## config.mk

```make
export PLATFORM = sky130hd
export DESIGN_NAME = decimal_seven_segment_scanner
export DESIGN_NICKNAME = d
export VERILOG_FILES = /design/src/rtl/dss_pkg.sv /design/src/rtl/decimal_seven_segment_scanner.sv
export SDC_FILE = /design/constraint.sdc
export NUM_CORES = 1
export LEC_CHECK = 0
export CAP_MARGIN = 15
export CORE_UTILIZATION = 55
export CTS_BUF_LIST = sky130_fd_sc_hd__clkbuf_8
export DETAILED_ROUTE_END_ITERATION = 6
export DONT_BUFFER_PORTS = 1
export GPL_TIMING_DRIVEN = 0
export PLACE_DENSITY = 0.7
export SYNTH_ARGS = -nofsm -noshare
export SYNTH_HDL_FRONTEND = slang
export SYNTH_SLANG_ARGS = --single-unit
```

## constraint.sdc

```tcl
create_clock -name clk -period 2.45 [get_ports clk]
set_input_delay 0.245 -clock clk [delete_from_list [all_inputs] [get_ports clk]]
set_output_delay 0.245 -clock clk [all_outputs]
set_load 0.005 [all_outputs]
```

## src/rtl/dss_pkg.sv

```systemverilog
// ----------------------------------------------------------------------------
// Decimal seven-segment scanner package
// Shared widths, the controller state type and the segment decode table.
// ----------------------------------------------------------------------------
package dss_pkg;

    localparam int VALUE_WIDTH = 32;
    localparam int SEL_WIDTH   = 3;
    localparam int SEG_WIDTH   = 7;
    localparam int BCD_WIDTH   = 4;
    localparam int BITC_WIDTH  = $clog2(VALUE_WIDTH);

    typedef logic [SEL_WIDTH-1:0] sel_t;
    typedef logic [SEG_WIDTH-1:0] seg_t;
    typedef logic [BCD_WIDTH-1:0] bcd_t;

    typedef enum logic [1:0] {
        ST_IDLE,
        ST_CONV,
        ST_COUNT
    } state_t;

    localparam int NUM_PATTERNS = 10;

    function automatic seg_t seg_decode(bcd_t digit);
        seg_t pattern;
        unique case (digit)
            4'd0:    pattern = 7'h3F;
            4'd1:    pattern = 7'h06;
            4'd2:    pattern = 7'h5B;
            4'd3:    pattern = 7'h4F;
            4'd4:    pattern = 7'h66;
            4'd5:    pattern = 7'h6D;
            4'd6:    pattern = 7'h7D;
            4'd7:    pattern = 7'h07;
            4'd8:    pattern = 7'h7F;
            4'd9:    pattern = 7'h6F;
            default: pattern = 7'h3F;
        endcase
        return pattern;
    endfunction

endpackage

```

## src/rtl/decimal_seven_segment_scanner.sv

```systemverilog
// ----------------------------------------------------------------------------
// Decimal seven-segment scanner
// Converts the display value to decimal digits and emits one digit per request.
// ----------------------------------------------------------------------------
// Usage:
// Writing display_value (display_value_we high for one cycle) starts a
// conversion to NUM_DIGITS decimal digits, which keeps the value modulo
// 10^NUM_DIGITS. The conversion shifts the value in one bit per cycle
// through a BCD shift register (ST_CONV), then counts the significant
// digits (ST_COUNT); in_stall is high during both states. The scan
// restarts at the least significant digit.
// Each request on the input channel (in_valid, in_stall, advance)
// yields one result on the output channel (out_valid, out_stall,
// digit_select, segments) in the following cycle, and a new request is
// taken every cycle while in_stall is low. The single-stage output
// register means a stalled result holds the input channel stalled too.
// Reset clears the digits to a single 0 shown at position 7.
// ----------------------------------------------------------------------------
module decimal_seven_segment_scanner #(
    parameter int NUM_DIGITS = 8
) (
    input  logic                            clk,
    input  logic                            rst_n,
    input  logic                            display_value_we,
    input  logic [dss_pkg::VALUE_WIDTH-1:0] display_value,
    input  logic                            in_valid,
    output logic                            in_stall,
    input  logic                            advance,
    output logic                            out_valid,
    input  logic                            out_stall,
    output logic [dss_pkg::SEL_WIDTH-1:0]   digit_select,
    output logic [dss_pkg::SEG_WIDTH-1:0]   segments
);

    localparam int STORE_WIDTH = NUM_DIGITS * dss_pkg::BCD_WIDTH;
    localparam int IDX_WIDTH   = (NUM_DIGITS > 1) ? $clog2(NUM_DIGITS) : 1;
    localparam int CNT_WIDTH   = $clog2(NUM_DIGITS + 1);
    localparam dss_pkg::sel_t LAST_SEL = dss_pkg::SEL_WIDTH'((NUM_DIGITS - 1) % 8);

    dss_pkg::state_t                  state_reg, state_next;
    logic [dss_pkg::VALUE_WIDTH-1:0]  bin_reg, bin_next;
    logic [STORE_WIDTH-1:0]           bcd_reg, bcd_next;
    logic [STORE_WIDTH-1:0]           bcd_adj;
    logic [dss_pkg::BITC_WIDTH-1:0]   bitc_reg, bitc_next;
    logic [CNT_WIDTH-1:0]             count_reg, count_next;
    logic [CNT_WIDTH-1:0]             count_found;
    logic [IDX_WIDTH-1:0]             idx_reg, idx_next;
    logic [CNT_WIDTH-1:0]             idx_inc;
    logic                             out_valid_reg, out_valid_next;
    dss_pkg::sel_t                    sel_reg, sel_next;
    dss_pkg::seg_t                    seg_reg, seg_next;
    dss_pkg::bcd_t                    cur_digit;
    logic                             in_accept;

    assign in_stall  = (state_reg != dss_pkg::ST_IDLE) || (out_valid_reg && out_stall);
    assign in_accept = in_valid && !in_stall;
    assign cur_digit = bcd_reg[idx_reg * dss_pkg::BCD_WIDTH +: dss_pkg::BCD_WIDTH];
    assign idx_inc   = CNT_WIDTH'(idx_reg) + CNT_WIDTH'(1);

    // Each digit of five or more gets three added before the shift.
    always_comb
    begin
        for (int i = 0; i < NUM_DIGITS; i++)
        begin
            if (bcd_reg[i*4 +: 4] >= 4'd5)
                bcd_adj[i*4 +: 4] = bcd_reg[i*4 +: 4] + 4'd3;
            else
                bcd_adj[i*4 +: 4] = bcd_reg[i*4 +: 4];
        end
    end

    always_comb
    begin
        count_found = CNT_WIDTH'(1);
        for (int i = 0; i < NUM_DIGITS; i++)
        begin
            if (bcd_reg[i*4 +: 4] != 4'd0)
                count_found = CNT_WIDTH'(i + 1);
        end
    end

    always_ff @(posedge clk or negedge rst_n)
    begin
        if (!rst_n)
            state_reg <= dss_pkg::ST_IDLE;
        else
            state_reg <= state_next;
    end

    always_comb
    begin
        state_next     = state_reg;
        bin_next       = bin_reg;
        bcd_next       = bcd_reg;
        bitc_next      = bitc_reg;
        count_next     = count_reg;
        idx_next       = idx_reg;
        out_valid_next = out_valid_reg;
        sel_next       = sel_reg;
        seg_next       = seg_reg;

        unique case (state_reg)
            dss_pkg::ST_IDLE:
            begin
            end
            dss_pkg::ST_CONV:
            begin
                bcd_next  = {bcd_adj[STORE_WIDTH-2:0], bin_reg[dss_pkg::VALUE_WIDTH-1]};
                bin_next  = {bin_reg[dss_pkg::VALUE_WIDTH-2:0], 1'b0};
                bitc_next = bitc_reg + dss_pkg::BITC_WIDTH'(1);
                if (bitc_reg == dss_pkg::BITC_WIDTH'(dss_pkg::VALUE_WIDTH - 1))
                    state_next = dss_pkg::ST_COUNT;
            end
            dss_pkg::ST_COUNT:
            begin
                count_next = count_found;
                state_next = dss_pkg::ST_IDLE;
            end
            default:
            begin
                state_next = dss_pkg::ST_IDLE;
            end
        endcase

        if (out_valid_reg && !out_stall)
            out_valid_next = 1'b0;

        if (in_accept)
        begin
            out_valid_next = 1'b1;
            sel_next       = LAST_SEL - dss_pkg::SEL_WIDTH'(idx_reg);
            seg_next       = dss_pkg::seg_decode(cur_digit);
            if (advance)
            begin
                if (idx_inc >= count_reg)
                    idx_next = '0;
                else
                    idx_next = idx_inc[IDX_WIDTH-1:0];
            end
        end

        if (display_value_we)
        begin
            bin_next   = display_value;
            bcd_next   = '0;
            bitc_next  = '0;
            idx_next   = '0;
            state_next = dss_pkg::ST_CONV;
        end
    end

    always_ff @(posedge clk or negedge rst_n)
    begin
        if (!rst_n)
        begin
            bcd_reg       <= '0;
            bitc_reg      <= '0;
            count_reg     <= CNT_WIDTH'(1);
            idx_reg       <= '0;
            out_valid_reg <= 1'b0;
        end
        else
        begin
            bcd_reg       <= bcd_next;
            bitc_reg      <= bitc_next;
            count_reg     <= count_next;
            idx_reg       <= idx_next;
            out_valid_reg <= out_valid_next;
        end
    end

    always_ff @(posedge clk)
    begin
        bin_reg <= bin_next;
        sel_reg <= sel_next;
        seg_reg <= seg_next;
    end

    assign out_valid    = out_valid_reg;
    assign digit_select = sel_reg;
    assign segments     = seg_reg;

endmodule

```

Word-level counts from Yosys, hierarchy flattened
Memory sizes are Yosys's and may differ from the RTL's. A register that Yosys moved wholly into a read port is not among the register bits. Cells that the tools add are included.

Add/sub/neg operators: 11. Order comparisons: 9. Equality and inequality tests: 5. Shift-type cells: 1. Mux-type cells: 30. Reduce and logical (&&, ||, !) cells: 21.

Operators with widths (count): 32-bit two-way mux (4); 4-bit two-way mux (13); 4-bit by 3-bit >= comparator with 1-bit output, second input constant (8); 32-bit by 6-bit indexed part select with 4-bit output (1); 4-bit by 2-bit adder with 4-bit output, second input constant (7); 4-bit nonzero test (7); 3-bit two-way mux (5); 5-bit two-way mux (2); 2-bit nonzero test (5); 2-bit two-way mux (3); 5-bit by 1-bit adder with 5-bit output, second input constant (1); 5-bit equality test, second input constant (1); 3-bit by 1-bit adder with 4-bit output, second input constant (1); 4-bit >= comparator (1); 2-bit case mux with 2 select lines (1); 2-bit AND reduction (2); 3-bit by 2-bit adder with 3-bit output, second input constant (1); 1-bit logical AND (3); 3-bit inequality test, second input constant (1); 3-bit subtractor, first input constant (1); 2-bit by 1-bit equality test with 1-bit output, second input constant (1); 2-bit equality test, second input constant (1); 1-bit zero test (2); 2-bit zero test (1); other kinds (3) (4).

Register bits after elaboration: 82. Memory bits (read-only): 112. Output and inout port bits: 12. Word-level logic and storage cells: 86. Memories: 1.

Memories: (no name shown) (words 16, width 7, read ports 1, clocked after Yosys merged registers in 1, wr ports 0, line dss_pkg.sv:27) `unique case (digit)`.

Longest topological paths before layout
Depth in word-level cells: 8. Mapped depth: 9.

Least setup slack after synthesis
No wires, ideal clock.

Path type: reg-to-reg. From: register idx_reg[0]. To: register seg_reg[3], in the netlist segments[3], data pin. Setup time: 0.264 ns. Arrival: 1.901 ns. Data required time: 2.186 ns. Path slack: 0.285 ns. Cell stages (with the launch flop): 7. Path buffers: 1. Path through: dfrtp_1 buf_6 mux4_1 mux2i_1 ha_1 o21ai_0 nand2_1.

Word-level cells in the longest chain between the ends: 1.

Ends and longest elaborated chain: from (decl) (line decimal_seven_segment_scanner.sv:47) `logic [IDX_WIDTH-1:0] idx_reg, idx_next;`; from (signal assigned) (line decimal_seven_segment_scanner.sv:167) `idx_reg <= idx_next;`; 32-bit by 6-bit indexed part select with 4-bit output (line decimal_seven_segment_scanner.sv:57) `assign cur_digit = bcd_reg[idx_reg * dss_pkg::BCD_WIDTH +: dss_pkg::BCD_WIDTH];`; to (decl) (line decimal_seven_segment_scanner.sv:51) `dss_pkg::seg_t seg_reg, seg_next;`.

No other way between the ends. A chain may end at the register's enable or synchronous reset.

Worst setup path after layout
Same ends and word-level chain as after synthesis.

==> metrics.csv <==
stage;metric;value;unit
placed_design;HPWL after DPL;6715;µm
grt;global-route wire length before repair;15280;µm
critical_path;crit path max fanout;10;
layout;post-route cell area;5266;µm²
timing;Slew Limit Fails;0;
synthesis;mapped cell area;4863;µm²
synthesis;EDFF count, synth;42;
clock_network;CTS tree;built;
floorplanning;Initial Util;0.5802;
critical_path;crit start category;register;
synthesis;Post-Syn Instances;439;
timing;final hold slack;0.08522;ns
floorplanning;core region area;8382;µm²
layout;Util after Layout;0.6283;
synthesis;Synth area leaders;edfxtp_1 (26%), dfrtp_1 (24%), ha_1 (7.2%);
power_and_ir_drop;Tot Pwr;2.907;mW
synthesis;top-count cell post-synth;nand2_1;
route;Post-route DRC;0;
layout;fin cells;564;
clock_network;Clk pin slew, worst setup/hold paths;0.09;ns
synthesis;Primary FF master, synth;dfrtp_1;
route;DR vias;3230;
clock_network;CTS Buf Count;9;
placed_design;quantity of I/O buffers inserted on ports;0;
synthesis;yosys warns;0;
flow_run;Max-cap violations;0;
synthesis;synth unique cells;41;
route;drt initial violations;163;
clock_network;CTS sink cnt;89;
critical_path;worst path cell trace;buf_6 -> mux4_1 -> mux2i_4 -> ha_1 -> o21ai_0 -> nand2_1;
grt;GRT Total Usage;0.2269;
placed_design;DP Area;5010;µm²
critical_path;crit path kind;register to register;
power_and_ir_drop;PwrDens;552.0;nW/µm²
grt;largest net degree at the start of global routing;48;
route;final wirelength;9445;µm
clock_network;Clock Tree Buf Depth;2;
layout;Reg area;2439;µm²
timing;Peak Freq;425.7;MHz
layout;number of nets in the layout;520;
synthesis;Mean Syn Cell Area;11.08;µm²
timing;Rel. slew slack;0.5591;
clock_network;H-tree lvl count;3;
timing;setup_tns;0;ns
critical_path;slowest CP cell;mux4_1;
synthesis;Synth top area share;0.2593;
timing;Period minus WS final;2.349;ns
placed_design;placed cells;545;
power_and_ir_drop;Max VDD drop;0.4130;mV
timing;setup violators final;0;
floorplanning;I/O pin count;50;
grt;antenna violations before repair;0;
critical_path;Worst EP arrival;2.47;ns
floorplanning;Die Height;96.04;µm
synthesis;Post-synth top cells;nand2_1 (49), dfrtp_1 (46), a21oi_1 (43);
floorplanning;die width;96.04;µm
synthesis;sequential share of the synthesized area;0.5014;
outcome;status;finished, final reports clean;
grt;vias in the first global route;3167;
layout;Fill cells;660;
floorplanning;row count;33;
floorplanning;die area;9223;µm²
synthesis;Synthesized Nets;505;
synthesis;post-synth top area cell;edfxtp_1;
timing;Worst Skew;0.009909;ns
placed_design;Placer Congestion;0.8148;
critical_path;Worst setup EP type;register;
route;Antenna Nets Post-Route;0;
layout;area of the multi-input gates;2246;µm²
timing;Final Hold Vio Count;0;
grt;grt total ovfl;0;
synthesis;Synth Register Bits;89;
power_and_ir_drop;Leak Pwr;2.163;nW
critical_path;CP max stage delay;0.66;ns
clock_network;Clock Root Buffer;clkbuf_8;
timing;period utilization;0.9588;
clock_network;Clk Latency, worst-skew pair;0.37;ns
critical_path;Worst EP required;2.57;ns
layout;ant diodes;0;
route;routed vias/inst;5.727;
route;routed len/inst;16.75;µm
timing;RSZ-0062 raised after global routing;false;
timing;final worst setup slack;0.1009;ns
route;Pre-antenna DRT Iters;4;
synthesis;async set-reset flop share out of synthesis;0.5281;
timing;worst slew pin tran;0.6522;ns
placed_design;pre-CTS worst setup slack;-0.05534;ns
layout;fraction of layout cells with a size suffix above 1;0.1351;
hold_path;Hold WC Path Type;input pin to register;
layout;Area Growth Syn to Fin;8.284;%
## what timing repair did
action,4_1_cts,5_1_grt
gates resized for setup,2,1
buffers inserted,0,0
setup endpoints to repair,19,3
endpoints found under the hold margin,48,0
hold buffers,3,0
pin swaps,0,0
cloned,0,0
## power breakdown
group          leakage (nW)  switching [mW]  total [mW]  internal [mW]
Combinational         0.995           0.109       0.218          0.109
Sequential             1.07          0.0284        1.67           1.64
Clock                0.0947           0.550        1.02          0.470
Total                  2.16           0.687        2.91           2.22
## path summary, 6_finish.rpt
check | from | end | slack (ns) | depth (start not counted)
worst max-delay path | idx_reg[0] | segments[3] | 0.10 | 6
worst min-delay path | display_value[0] | bin_reg[0] | 0.09 | 1
worst max register to register | idx_reg[0] | segments[3] | 0.10 | 6
worst min register to register | count_reg[0] | count_reg[0] | 0.48 | 2
max in group asynchronous | rst_n | count_reg[0] | 1.81 | 2
min in group asynchronous | rst_n | out_valid | 0.38 | 2
## layout by cell type (no fill, tap or decap), types with 16 or more instances in the layout
| cell | Yosys | layout |
|---|---|---|
| nand2_1 | 49 | 49 |
| dfrtp_1 | 46 | 46 |
| a21oi_1 | 43 | 43 |
| edfxtp_1 | 42 | 42 |
| mux2_2 | 31 | 31 |
| inv_1 | 28 | 29 |
| ha_1 | 28 | 28 |
| nor2_1 | 25 | 25 |
| o21ai_0 | 20 | 20 |
| clkbuf_1 | 16 | 16 |
## per-layer routing
metal  vias up  GRT usage  wire (µm)
met5         -          0          0
met4         0    0.07587        143
met3        10    0.06556        551
met2        88     0.3848       4580
met1      1551     0.2770       4169
li1       1581          -          -
## cell families after synthesis
group | share of synthesized area
AO/OA/AOI/OAI | 0.1039
AND/OR/NAND/NOR | 0.1240
XOR/XNOR | 0.02341
adder cells (fa/ha/maj) | 0.07204
flip-flops | 0.5014
multiplexers | 0.1353
buffers and inverters | 0.03988
## final cells by class
| type | instances | share of cell area |
|---|---|---|
| sequential | 89 | 0.4631 |
| multi-input combinational | 303 | 0.4265 |
| clock inverter | 7 | 0.01330 |
| timing repair buffer | 4 | 0.01188 |
| clock buffer | 9 | 0.02352 |
| tap | 105 | 0.02495 |
| buffer | 18 | 0.01616 |
| inverter | 29 | 0.02067 |
## critical path: cells and delay by family, from the launching register on
kind	cells	cell delay [ns]
AOI/OAI and AO/OA	1	0.17
and+or+nand+nor	1	0.06
DFF	1	0.46
adders and majority gates	1	0.29
muxes	2	0.92
buffers and inverters	1	0.20
Power figures use the tool's default switching activity.
